[src/rtl/sslc_pkg.sv]
// Package of the staircase swipe light controller: widths, codes, types and helpers.
`timescale 1ns / 1ps
`default_nettype none
package sslc_pkg;

  localparam int unsigned MaxSegments    = 32;
  localparam int unsigned ScanIntervalMs = 250;

  localparam int unsigned SegW     = $clog2(MaxSegments + 1);
  localparam int unsigned FirstW   = 5;
  localparam int unsigned EndW     = 6;
  localparam int unsigned TimeW    = 32;
  localparam int unsigned RangeW   = 16;
  localparam int unsigned LimitW   = 11;
  localparam int unsigned StepW    = 14;
  localparam int unsigned HoldW    = 20;
  localparam int unsigned MaskW    = 32;
  localparam int unsigned LitW     = 6;
  localparam int unsigned CfgIdxW  = 3;
  localparam int unsigned CfgDataW = 20;

  localparam logic [StepW-1:0]  StepDelayRst = StepW'(150);
  localparam logic [HoldW-1:0]  HoldTimeRst  = HoldW'(30000);
  localparam logic [LimitW-1:0] LimitRst     = LimitW'(900);

  // Configuration register indexes.
  localparam logic [CfgIdxW-1:0] CfgActive      = CfgIdxW'(0);
  localparam logic [CfgIdxW-1:0] CfgStepDelay   = CfgIdxW'(1);
  localparam logic [CfgIdxW-1:0] CfgHoldTime    = CfgIdxW'(2);
  localparam logic [CfgIdxW-1:0] CfgBottomLimit = CfgIdxW'(3);
  localparam logic [CfgIdxW-1:0] CfgTopLimit    = CfgIdxW'(4);
  localparam logic [CfgIdxW-1:0] CfgPowerFollow = CfgIdxW'(5);

  typedef struct packed {
    logic              active;
    logic [StepW-1:0]  step_delay_ms;
    logic [HoldW-1:0]  hold_time_ms;
    logic [LimitW-1:0] bottom_limit_mm;
    logic [LimitW-1:0] top_limit_mm;
    logic              power_follow;
  } cfg_t;

  typedef struct packed {
    logic [TimeW-1:0]  now_ms;
    logic [RangeW-1:0] bottom_range_mm;
    logic [RangeW-1:0] top_range_mm;
    logic              range_timeout;
    logic              force_bottom;
    logic              force_top;
    logic [FirstW-1:0] first_segment;
    logic [EndW-1:0]   segment_end;
    logic              lights_off;
  } in_item_t;

  typedef struct packed {
    logic [LitW-1:0]  lit_first;
    logic [LitW-1:0]  lit_end;
    logic [MaskW-1:0] lit_mask;
    logic             refresh;
    logic             power_toggle;
    logic             bottom_occupied;
    logic             top_occupied;
    logic             bottom_changed;
    logic             top_changed;
  } out_item_t;

  typedef struct packed {
    logic             running;
    logic             going_up;
    logic             last_from_top;
    logic             primed;
    logic [SegW-1:0]  window_start;
    logic [SegW-1:0]  window_end;
    logic [TimeW-1:0] last_step_ms;
    logic [TimeW-1:0] last_scan_ms;
    logic [TimeW-1:0] last_trigger_ms;
    logic             bottom_state;
    logic             top_state;
    logic             bottom_force_pending;
    logic             top_force_pending;
  } state_t;

  // State after reset or after a write of the enable register.
  function automatic state_t state_clear();
    state_t s;
    s          = '0;
    s.going_up = 1'b1;
    return s;
  endfunction

endpackage
`default_nettype wire

[src/rtl/sslc_if.sv]
// Handshake channel interfaces of the staircase swipe light controller.
`timescale 1ns / 1ps
`default_nettype none
interface sslc_in_if;
  logic                             valid;
  logic                             ready;
  logic [sslc_pkg::TimeW-1:0]       now_ms;
  logic [sslc_pkg::RangeW-1:0]      bottom_range_mm;
  logic [sslc_pkg::RangeW-1:0]      top_range_mm;
  logic                             range_timeout;
  logic                             force_bottom;
  logic                             force_top;
  logic [sslc_pkg::FirstW-1:0]      first_segment;
  logic [sslc_pkg::EndW-1:0]        segment_end;
  logic                             lights_off;

  modport source (
    output valid, now_ms, bottom_range_mm, top_range_mm, range_timeout,
           force_bottom, force_top, first_segment, segment_end, lights_off,
    input  ready
  );
  modport sink (
    input  valid, now_ms, bottom_range_mm, top_range_mm, range_timeout,
           force_bottom, force_top, first_segment, segment_end, lights_off,
    output ready
  );
endinterface

interface sslc_out_if;
  logic                        valid;
  logic                        ready;
  logic [sslc_pkg::LitW-1:0]   lit_first;
  logic [sslc_pkg::LitW-1:0]   lit_end;
  logic [sslc_pkg::MaskW-1:0]  lit_mask;
  logic                        refresh;
  logic                        power_toggle;
  logic                        bottom_occupied;
  logic                        top_occupied;
  logic                        bottom_changed;
  logic                        top_changed;

  modport source (
    output valid, lit_first, lit_end, lit_mask, refresh, power_toggle,
           bottom_occupied, top_occupied, bottom_changed, top_changed,
    input  ready
  );
  modport sink (
    input  valid, lit_first, lit_end, lit_mask, refresh, power_toggle,
           bottom_occupied, top_occupied, bottom_changed, top_changed,
    output ready
  );
endinterface

interface sslc_cfg_if;
  logic                          valid;
  logic                          ready;
  logic [sslc_pkg::CfgIdxW-1:0]  index;
  logic [sslc_pkg::CfgDataW-1:0] data;

  modport source (output valid, index, data, input ready);
  modport sink (input valid, index, data, output ready);
endinterface
`default_nettype wire

[src/rtl/sslc_cfg.sv]
// Configuration register file of the staircase swipe light controller.
`timescale 1ns / 1ps
`default_nettype none
module sslc_cfg (
  input  wire                            clk_i,
  input  wire                            rst_ni,
  input  wire                            wr_en_i,
  input  wire [sslc_pkg::CfgIdxW-1:0]    wr_index_i,
  input  wire [sslc_pkg::CfgDataW-1:0]   wr_data_i,
  output sslc_pkg::cfg_t                 cfg_o,
  output logic                           clear_o
);

  sslc_pkg::cfg_t cfg_q, cfg_d;

  always_comb begin
    cfg_d   = cfg_q;
    clear_o = 1'b0;
    if (wr_en_i) begin
      case (wr_index_i)
        sslc_pkg::CfgActive: begin
          cfg_d.active = wr_data_i[0];
          clear_o      = 1'b1;
        end
        sslc_pkg::CfgStepDelay: begin
          cfg_d.step_delay_ms = wr_data_i[sslc_pkg::StepW-1:0];
        end
        sslc_pkg::CfgHoldTime: begin
          cfg_d.hold_time_ms = wr_data_i[sslc_pkg::HoldW-1:0];
        end
        sslc_pkg::CfgBottomLimit: begin
          cfg_d.bottom_limit_mm = wr_data_i[sslc_pkg::LimitW-1:0];
        end
        sslc_pkg::CfgTopLimit: begin
          cfg_d.top_limit_mm = wr_data_i[sslc_pkg::LimitW-1:0];
        end
        sslc_pkg::CfgPowerFollow: begin
          cfg_d.power_follow = wr_data_i[0];
        end
        default: begin
          cfg_d = cfg_q;
        end
      endcase
    end
  end

  always_ff @(posedge clk_i or negedge rst_ni) begin
    if (!rst_ni) begin
      cfg_q.active          <= 1'b0;
      cfg_q.step_delay_ms   <= sslc_pkg::StepDelayRst;
      cfg_q.hold_time_ms    <= sslc_pkg::HoldTimeRst;
      cfg_q.bottom_limit_mm <= sslc_pkg::LimitRst;
      cfg_q.top_limit_mm    <= sslc_pkg::LimitRst;
      cfg_q.power_follow    <= 1'b0;
    end else begin
      cfg_q <= cfg_d;
    end
  end

  assign cfg_o = cfg_q;

endmodule
`default_nettype wire

[src/rtl/sslc_pass.sv]
// One control loop pass: scan, swipe start, run-out, window step and lit mask.
`timescale 1ns / 1ps
`default_nettype none
module sslc_pass #(
  parameter int unsigned ScanIntervalMs = sslc_pkg::ScanIntervalMs
) (
  input  sslc_pkg::cfg_t      cfg_i,
  input  sslc_pkg::state_t    state_i,
  input  sslc_pkg::in_item_t  item_i,
  output sslc_pkg::state_t    state_o,
  output sslc_pkg::out_item_t res_o
);

  localparam int unsigned SegW = sslc_pkg::SegW;
  localparam int unsigned TimeW = sslc_pkg::TimeW;
  localparam logic [SegW-1:0] SegMax = SegW'(sslc_pkg::MaxSegments);

  sslc_pkg::state_t     s;
  logic [SegW-1:0]      lo, hi, os, oe;
  logic [SegW:0]        end_inc, start_inc, lo_inc, start_inc2;
  logic [TimeW-1:0]     scan_el, trig_el, step_el;
  logic                 b, t, bch, tch, toggle, refresh, empty;
  logic [sslc_pkg::MaskW-1:0] mask;

  always_comb begin
    s       = state_i;
    bch     = 1'b0;
    tch     = 1'b0;
    toggle  = 1'b0;
    refresh = 1'b0;
    b       = 1'b0;
    t       = 1'b0;
    empty   = 1'b0;
    os      = '0;
    oe      = '0;
    end_inc = '0;
    start_inc  = '0;
    lo_inc     = '0;
    start_inc2 = '0;

    // Span bounds, clamped to the strip length.
    lo = (SegW'(item_i.first_segment) > SegMax) ? SegMax : SegW'(item_i.first_segment);
    hi = (SegW'(item_i.segment_end) > SegMax) ? SegMax : SegW'(item_i.segment_end);

    if (item_i.force_bottom) s.bottom_force_pending = 1'b1;
    if (item_i.force_top)    s.top_force_pending    = 1'b1;

    scan_el = item_i.now_ms - state_i.last_scan_ms;

    if (cfg_i.active) begin
      if (!s.primed) begin
        s.window_start = lo;
        s.window_end   = hi;
        s.primed       = 1'b1;
      end

      if (scan_el >= TimeW'(ScanIntervalMs)) begin
        s.last_scan_ms = item_i.now_ms;
        if (!item_i.range_timeout) begin
          b = s.bottom_force_pending ||
              (item_i.bottom_range_mm < sslc_pkg::RangeW'(cfg_i.bottom_limit_mm));
          t = s.top_force_pending ||
              (item_i.top_range_mm < sslc_pkg::RangeW'(cfg_i.top_limit_mm));
          bch = (b != s.bottom_state);
          tch = (t != s.top_state);
          s.bottom_state         = b;
          s.top_state            = t;
          s.bottom_force_pending = 1'b0;
          s.top_force_pending    = 1'b0;
          if (b != t) begin
            s.last_trigger_ms = item_i.now_ms;
            if (s.running) begin
              s.last_from_top = t;
            end else begin
              empty      = (s.window_start == s.window_end);
              toggle     = cfg_i.power_follow && empty && item_i.lights_off;
              s.going_up = b;
              if (empty) begin
                s.window_start = b ? lo : hi;
                s.window_end   = s.window_start;
              end
              s.running = 1'b1;
            end
          end
        end
      end

      // Run-out once the hold time has passed with both sensors clear.
      trig_el = item_i.now_ms - s.last_trigger_ms;
      if (s.running && (trig_el > TimeW'(cfg_i.hold_time_ms)) &&
          !s.bottom_state && !s.top_state) begin
        s.going_up = s.last_from_top;
        s.running  = 1'b0;
      end

      step_el = item_i.now_ms - s.last_step_ms;
      if (step_el > TimeW'(cfg_i.step_delay_ms)) begin
        os             = s.window_start;
        oe             = s.window_end;
        s.last_step_ms = item_i.now_ms;
        end_inc    = {1'b0, oe} + 1'b1;
        start_inc  = {1'b0, os} + 1'b1;
        lo_inc     = {1'b0, lo} + 1'b1;
        start_inc2 = start_inc;
        if (s.running) begin
          if (s.going_up) begin
            s.window_end = (end_inc < {1'b0, hi}) ? end_inc[SegW-1:0] : hi;
          end else begin
            s.window_start = ({1'b0, os} > lo_inc) ? (os - 1'b1) : lo;
          end
        end else begin
          if (s.going_up) begin
            s.window_start = (start_inc < {1'b0, oe}) ? start_inc[SegW-1:0] : oe;
          end else begin
            s.window_end = ({1'b0, oe} > start_inc2) ? (oe - 1'b1) : os;
          end
        end
        if ((os != s.window_start) || (oe != s.window_end)) begin
          refresh = 1'b1;
          if (cfg_i.power_follow && (s.window_start == s.window_end) &&
              !item_i.lights_off && !s.running) begin
            toggle = 1'b1;
          end
        end
      end
    end else begin
      trig_el = '0;
      step_el = '0;
    end
  end

  // Each mask bit is an independent span and window test.
  always_comb begin
    for (int i = 0; i < sslc_pkg::MaskW; i++) begin
      mask[i] = (i >= int'(lo)) && (i < int'(hi)) &&
                (i >= int'(s.window_start)) && (i < int'(s.window_end));
    end
  end

  always_comb begin
    state_o               = s;
    res_o.lit_first       = sslc_pkg::LitW'(s.window_start);
    res_o.lit_end         = sslc_pkg::LitW'(s.window_end);
    res_o.lit_mask        = mask;
    res_o.refresh         = refresh;
    res_o.power_toggle    = toggle;
    res_o.bottom_occupied = s.bottom_state;
    res_o.top_occupied    = s.top_state;
    res_o.bottom_changed  = bch;
    res_o.top_changed     = tch;
  end

endmodule
`default_nettype wire

[src/rtl/staircase_swipe_light_controller_top.sv]
// Path: an accepted beat passes the input register, then the result register on res_o.
// Throughput: one beat per cycle while the sink keeps up; the pass logic between the
// input and result registers closes the loop on the controller state combinationally.
// Reset: rst_ni clears the state and both stage valids and resets the configuration;
// a write of the enable register clears the controller state in the cycle it lands.
`timescale 1ns / 1ps
`default_nettype none
module staircase_swipe_light_controller_top #(
  parameter int unsigned ScanIntervalMs = sslc_pkg::ScanIntervalMs
) (
  input  wire        clk_i,
  input  wire        rst_ni,
  sslc_cfg_if.sink   cfg_i,
  sslc_in_if.sink    in_i,
  sslc_out_if.source res_o
);

  // Configuration registers. The port never stalls; the enable register also
  // issues a clear of the controller state.
  sslc_pkg::cfg_t cfg;
  logic           cfg_clear;

  assign cfg_i.ready = 1'b1;

  sslc_cfg u_cfg (
    .clk_i      (clk_i),
    .rst_ni     (rst_ni),
    .wr_en_i    (cfg_i.valid),
    .wr_index_i (cfg_i.index),
    .wr_data_i  (cfg_i.data),
    .cfg_o      (cfg),
    .clear_o    (cfg_clear)
  );

  // Two register stages: the input register holds the accepted beat, the
  // result register holds the finished one until the sink takes it. A beat
  // moves on whenever the result register is empty or being emptied, so an
  // empty input register can still take one beat while a result waits; with
  // both registers full the input stalls until the sink takes the result.
  logic                 in_vld_q;
  sslc_pkg::in_item_t   in_item_q;
  logic                 out_vld_q;
  sslc_pkg::out_item_t  out_item_q;
  sslc_pkg::state_t     state_q, state_d;
  sslc_pkg::out_item_t  res_d;
  sslc_pkg::in_item_t   in_item;
  logic                 out_free, fire;

  assign out_free   = !out_vld_q || res_o.ready;
  assign fire       = in_vld_q && out_free;
  assign in_i.ready = !in_vld_q || out_free;

  always_comb begin
    in_item.now_ms          = in_i.now_ms;
    in_item.bottom_range_mm = in_i.bottom_range_mm;
    in_item.top_range_mm    = in_i.top_range_mm;
    in_item.range_timeout   = in_i.range_timeout;
    in_item.force_bottom    = in_i.force_bottom;
    in_item.force_top       = in_i.force_top;
    in_item.first_segment   = in_i.first_segment;
    in_item.segment_end     = in_i.segment_end;
    in_item.lights_off      = in_i.lights_off;
  end

  // The whole pass is evaluated against the registered controller state, and
  // the updated state is written back in the same cycle as the result.
  sslc_pass #(
    .ScanIntervalMs (ScanIntervalMs)
  ) u_pass (
    .cfg_i   (cfg),
    .state_i (state_q),
    .item_i  (in_item_q),
    .state_o (state_d),
    .res_o   (res_d)
  );

  always_ff @(posedge clk_i or negedge rst_ni) begin
    if (!rst_ni) begin
      in_vld_q  <= 1'b0;
      out_vld_q <= 1'b0;
      state_q   <= sslc_pkg::state_clear();
    end else begin
      if (in_i.ready) begin
        in_vld_q <= in_i.valid;
      end
      if (fire) begin
        out_vld_q <= 1'b1;
      end else if (res_o.ready) begin
        out_vld_q <= 1'b0;
      end
      if (cfg_clear) begin
        state_q <= sslc_pkg::state_clear();
      end else if (fire) begin
        state_q <= state_d;
      end
    end
  end

  // Payload registers carry no reset.
  always_ff @(posedge clk_i) begin
    if (in_i.valid && in_i.ready) begin
      in_item_q <= in_item;
    end
    if (fire) begin
      out_item_q <= res_d;
    end
  end

  assign res_o.valid           = out_vld_q;
  assign res_o.lit_first       = out_item_q.lit_first;
  assign res_o.lit_end         = out_item_q.lit_end;
  assign res_o.lit_mask        = out_item_q.lit_mask;
  assign res_o.refresh         = out_item_q.refresh;
  assign res_o.power_toggle    = out_item_q.power_toggle;
  assign res_o.bottom_occupied = out_item_q.bottom_occupied;
  assign res_o.top_occupied    = out_item_q.top_occupied;
  assign res_o.bottom_changed  = out_item_q.bottom_changed;
  assign res_o.top_changed     = out_item_q.top_changed;

endmodule
`default_nettype wire

[src/flat_wrapper.sv]
// flat-port wrapper written by rule: the top's interface ports become plain ports
module staircase_swipe_light_controller_top_flat 
#(
  parameter int unsigned ScanIntervalMs = sslc_pkg::ScanIntervalMs
)
  (clk_i, rst_ni, cfg_i_valid, cfg_i_index, cfg_i_data, cfg_i_ready, in_i_valid, in_i_now_ms, in_i_bottom_range_mm, in_i_top_range_mm, in_i_range_timeout, in_i_force_bottom, in_i_force_top, in_i_first_segment, in_i_segment_end, in_i_lights_off, in_i_ready, res_o_valid, res_o_lit_first, res_o_lit_end, res_o_lit_mask, res_o_refresh, res_o_power_toggle, res_o_bottom_occupied, res_o_top_occupied, res_o_bottom_changed, res_o_top_changed, res_o_ready);
  sslc_cfg_if cfg_i_i ();
  sslc_in_if in_i_i ();
  sslc_out_if res_o_i ();
  input  wire clk_i;
  input  wire rst_ni;
  input wire logic [$bits(cfg_i_i.valid)-1:0] cfg_i_valid;
  input wire logic [$bits(cfg_i_i.index)-1:0] cfg_i_index;
  input wire logic [$bits(cfg_i_i.data)-1:0] cfg_i_data;
  output wire logic [$bits(cfg_i_i.ready)-1:0] cfg_i_ready;
  input wire logic [$bits(in_i_i.valid)-1:0] in_i_valid;
  input wire logic [$bits(in_i_i.now_ms)-1:0] in_i_now_ms;
  input wire logic [$bits(in_i_i.bottom_range_mm)-1:0] in_i_bottom_range_mm;
  input wire logic [$bits(in_i_i.top_range_mm)-1:0] in_i_top_range_mm;
  input wire logic [$bits(in_i_i.range_timeout)-1:0] in_i_range_timeout;
  input wire logic [$bits(in_i_i.force_bottom)-1:0] in_i_force_bottom;
  input wire logic [$bits(in_i_i.force_top)-1:0] in_i_force_top;
  input wire logic [$bits(in_i_i.first_segment)-1:0] in_i_first_segment;
  input wire logic [$bits(in_i_i.segment_end)-1:0] in_i_segment_end;
  input wire logic [$bits(in_i_i.lights_off)-1:0] in_i_lights_off;
  output wire logic [$bits(in_i_i.ready)-1:0] in_i_ready;
  output wire logic [$bits(res_o_i.valid)-1:0] res_o_valid;
  output wire logic [$bits(res_o_i.lit_first)-1:0] res_o_lit_first;
  output wire logic [$bits(res_o_i.lit_end)-1:0] res_o_lit_end;
  output wire logic [$bits(res_o_i.lit_mask)-1:0] res_o_lit_mask;
  output wire logic [$bits(res_o_i.refresh)-1:0] res_o_refresh;
  output wire logic [$bits(res_o_i.power_toggle)-1:0] res_o_power_toggle;
  output wire logic [$bits(res_o_i.bottom_occupied)-1:0] res_o_bottom_occupied;
  output wire logic [$bits(res_o_i.top_occupied)-1:0] res_o_top_occupied;
  output wire logic [$bits(res_o_i.bottom_changed)-1:0] res_o_bottom_changed;
  output wire logic [$bits(res_o_i.top_changed)-1:0] res_o_top_changed;
  input wire logic [$bits(res_o_i.ready)-1:0] res_o_ready;
  assign cfg_i_i.valid = cfg_i_valid;
  assign cfg_i_i.index = cfg_i_index;
  assign cfg_i_i.data = cfg_i_data;
  assign cfg_i_ready = cfg_i_i.ready;
  assign in_i_i.valid = in_i_valid;
  assign in_i_i.now_ms = in_i_now_ms;
  assign in_i_i.bottom_range_mm = in_i_bottom_range_mm;
  assign in_i_i.top_range_mm = in_i_top_range_mm;
  assign in_i_i.range_timeout = in_i_range_timeout;
  assign in_i_i.force_bottom = in_i_force_bottom;
  assign in_i_i.force_top = in_i_force_top;
  assign in_i_i.first_segment = in_i_first_segment;
  assign in_i_i.segment_end = in_i_segment_end;
  assign in_i_i.lights_off = in_i_lights_off;
  assign in_i_ready = in_i_i.ready;
  assign res_o_valid = res_o_i.valid;
  assign res_o_lit_first = res_o_i.lit_first;
  assign res_o_lit_end = res_o_i.lit_end;
  assign res_o_lit_mask = res_o_i.lit_mask;
  assign res_o_refresh = res_o_i.refresh;
  assign res_o_power_toggle = res_o_i.power_toggle;
  assign res_o_bottom_occupied = res_o_i.bottom_occupied;
  assign res_o_top_occupied = res_o_i.top_occupied;
  assign res_o_bottom_changed = res_o_i.bottom_changed;
  assign res_o_top_changed = res_o_i.top_changed;
  assign res_o_i.ready = res_o_ready;
  staircase_swipe_light_controller_top #(.ScanIntervalMs(ScanIntervalMs)) u_core (.clk_i(clk_i), .rst_ni(rst_ni), .cfg_i(cfg_i_i), .in_i(in_i_i), .res_o(res_o_i));
endmodule
[config.mk]
export PLATFORM = sky130hd
export DESIGN_NAME = staircase_swipe_light_controller_top_flat
export DESIGN_NICKNAME = d
export VERILOG_FILES = /design/src/rtl/sslc_pkg.sv /design/src/rtl/sslc_if.sv /design/src/rtl/sslc_cfg.sv /design/src/rtl/sslc_pass.sv /design/src/rtl/staircase_swipe_light_controller_top.sv /design/src/flat_wrapper.sv
export SDC_FILE = /design/constraint.sdc
export NUM_CORES = 1
export LEC_CHECK = 0
export BUFFER_PORTS_ARGS = -buffer_cell sky130_fd_sc_hd__buf_2
export CAP_MARGIN = 0
export CORE_MARGIN = 2
export CORE_UTILIZATION = 62
export DETAILED_ROUTE_END_ITERATION = 16
export PLACE_DENSITY = 0.82
export SLEW_MARGIN = 30
export SYNTH_ARGS = -nofsm -noshare
export SYNTH_HDL_FRONTEND = slang
export SYNTH_SLANG_ARGS = --single-unit
[constraint.sdc]
create_clock -name clk_i -period 11.1 [get_ports clk_i]
set_input_delay 1.665 -clock clk_i [delete_from_list [all_inputs] [get_ports clk_i]]
set_output_delay 1.665 -clock clk_i [all_outputs]
set_load 0.02 [all_outputs]
==> run metrics <==
Worst setup EP type=flop; clk sinks=305; largest cells by area after synthesis=dfrtp_1 (17%), edfxtp_1 (17%), ha_1 (9.5%), a21oi_1 (5.0%), nand2_1 (4.6%); number of global-route vias before repair=21000; fmax=93.1 MHz; first-pass GRT wire length=116000 um; H-tree lvl count=2; clock power share=16.5%; Reg2Reg Depth=43; NetSw=3410 uW; r2r startpoint=u_core.in_item_q[61]; Initial Utilization=63.1%; period utilisation layout=96.8%; I/O pin cnt=160; Least-Margin Pin Slew=0.977 ns; drt via density=6.72; commonest cells in the netlist=nand2_1 (272), nor2_1 (243), a21oi_1 (223); largest stage delay on the critical path=0.52 ns; GR Overflow Total=0; Startpoint Class=flop; Top FF cell, synth=dfrtp_1; internal power=3800 uW; status=finished clean; VDD IR-drop max=0.202 mV; Critical Setup Path Class=flop to flop; Logic pwr share=60.5%; Place WS=-0.0331 ns; share of layout cells above drive strength 1=15.8%; Clk Tree Root Cell=clkbuf_16; CP arrival=11.11 ns; Leak=0.0108 uW; Cell Pwr Density=283 mW/mm2; Hold Crit Class=flop to flop; Post-Syn Area=0.0224 mm2; Vias=21800; TritonCTS clock tree=done; Die Span X=194 um; Slew Viols, Final=0; number of nets in the layout=3035; row cnt=69; initial antenna violation count=1; CP max FO=8; reg-to-reg slack, setup=0.36 ns; final routed DRC violation total=0; Setup Viol. Count Final=0; Die H=194 um; hold buffer count at cts=0; Tmin final=10.74 ns; hold wc startpoint=u_core.u_cfg.cfg_o[16]; largest net degree at the start of global routing=80; RSZ-0062 raised after global routing=no; most common cell in the netlist=nand2_1; worst hold endpoint=u_core.u_cfg.cfg_o[16]; Detailed Routing Iterations Pass 1=9; die area=0.0377 mm2; TritonCTS Buffers=36; Mapped Avg Cell Area=8.72 um2; cell taking the most area after synthesis=dfrtp_1; Post-synth EDFFs=129; Switching Fraction=47.3%; deepest clock path buffer count=3; Final HPWL DP=55400 um; Critical Path RT=11.47 ns; antenna viol nets, final=0; clock latency on the worst-skew pair=0.56 ns; sequential power share=23.0%; Worst Hold Depth=1; ys async rst share=57.7%; post-synth top area share=17.4%; Placer Congestion=0.991; Mapped Cells=2573; drt initial violations=2346; Hold Fails Final Rpt=0; # Max-Cap Violations=0; GRT Total Usage=38.9%; Unique masters post-synth=103; post-synthesis sequential area ratio=37.0%; synth warn=0; routed wire length=75000 um; port bufs=158; Area growth, synth to finish=13.4%; Core Area=0.0356 mm2; Clock Skew=0.0193 ns; wire per inst=23.1 um; overall power=7210 uW; clk slew on worst S/H paths=0.06 ns; max_slew headroom=33.0%; Critical Path Slowest Stage Cell=o41ai_1; Synth Net Count=2854; r2r endpoint=u_core.res_o.lit_mask[4]; post-synthesis register bit count=305; fill count=2608; setup ws final=0.359 ns
==> flip-flops by register name (all words and copies together), names as in the netlist <==
name	flops
u_core.res_o.valid	1
u_core.u_cfg.cfg_o	58
u_core.res_o.power_toggle	1
u_core.res_o.refresh	1
u_core.res_o.top_changed	1
u_core.res_o.bottom_occupied	1
u_core.res_o.top_occupied	1
u_core.in_item_q	79
u_core.in_vld_q	1
u_core.res_o.lit_first	6
u_core.res_o.lit_end	6
u_core.res_o.lit_mask	32
u_core.state_q	116
u_core.res_o.bottom_changed	1
==> worst max-delay path by stage <==
stage	start	to	slack, ns	cells after the start
after floorplan	u_core.in_item_q[47]	u_core.res_o.lit_mask[4]	1.70	42
after global placement	u_core.in_item_q[47]	u_core.res_o.lit_mask[21]	0.33	41
after detailed placement	u_core.in_item_q[47]	u_core.res_o.lit_mask[28]	-0.03	44
after CTS	u_core.in_item_q[47]	u_core.res_o.lit_mask[21]	0.03	45
after global routing	u_core.in_item_q[58]	u_core.res_o.lit_mask[28]	0.004	43
final	u_core.in_item_q[61]	u_core.res_o.lit_mask[4]	0.36	43
==> cells by family (layout without fill, tap and decap cells) <==
kind of cell,count (synthesis),after routing,share of synthesized area (%)
adders and majority gates,174,174,9.81
AOI/OAI and AO/OA,780,780,22.7
DFF,305,305,37.0
other,1,2,0.0167
xor gates and xnor gates,80,80,3.12
buffers and inverters,298,507,5.19
muxes,96,96,4.50
and+or+nand+nor,839,839,17.7
==> power by group through the flow <==
stage	Clock [uW]	Combinational (uW)	Sequential, uW
floorplan	0	2860	1660
global placement	0	4010	1650
detailed placement	0	4080	1660
CTS	1190	4120	1650
global route	1230	4710	1680
finish	1190	4370	1660
==> timing repair <==
action,CTS,global route
endpoints found under the setup margin,23,43
buffers inserted,0,12
pin swaps,0,9
gates resized for setup,2,35
==> per-stage QoR <==
stage                     instances  instance area, um2  utilization [%]  setup TNS [ns]  hold slack, ns
after floorplan                2573               22400                -               0           0.463
after global routing           3244               25400             71.5               0           0.532
after detailed placement       3165               24000             67.5         -0.0331           0.493
after CTS                      3231               25200             70.9               0           0.507
after global placement         3165               24000             67.5               0           0.490
final                          3244               25400             71.5               0           0.512
==> layout make-up <==
cell class | count | area [um2] | area share (%)
multi-input cells | 1970 | 13200 | 51.8
flip-flops and latches | 305 | 8300 | 32.6
repair buffers | 249 | 1480 | 5.83
clock buffers | 49 | 1040 | 4.10
inverters | 192 | 721 | 2.83
well taps | 461 | 577 | 2.27
clock inverters | 17 | 139 | 0.546
diodes | 1 | 2.50 | 0.00983
==> metal layers <==
metal,GRT usage (%),part of all wire [%],vias up
li1,-,-,9750
met2,64.1,47,1375
met3,5.86,8.3,313
met5,0,0,-
met1,49.4,39,10400
met4,21.0,6.0,0
==> critical path: cells and delay by family (launching register included) <==
kind / cells / cell delay, ns
xor+xnor: 1 / 0.16
flops: 1 / 0.40
mux: 2 / 0.66
buf+inv: 3 / 0.56
simple gates: 14 / 3.44
fa+ha+maj: 3 / 0.98
compound gates: 20 / 4.35
==> cell usage in the layout, fill, tap and decap left out, drive strengths merged, types with 68 or more instances in the layout <==
cell type	count
a21oi	228
o21ai	178
ha	171
nor2	244
edfxtp	129
nand3	74
dfrtp	156
nand2	274
inv	193
mux2i	68
buf	249
Power figures use the tool's default switching activity.
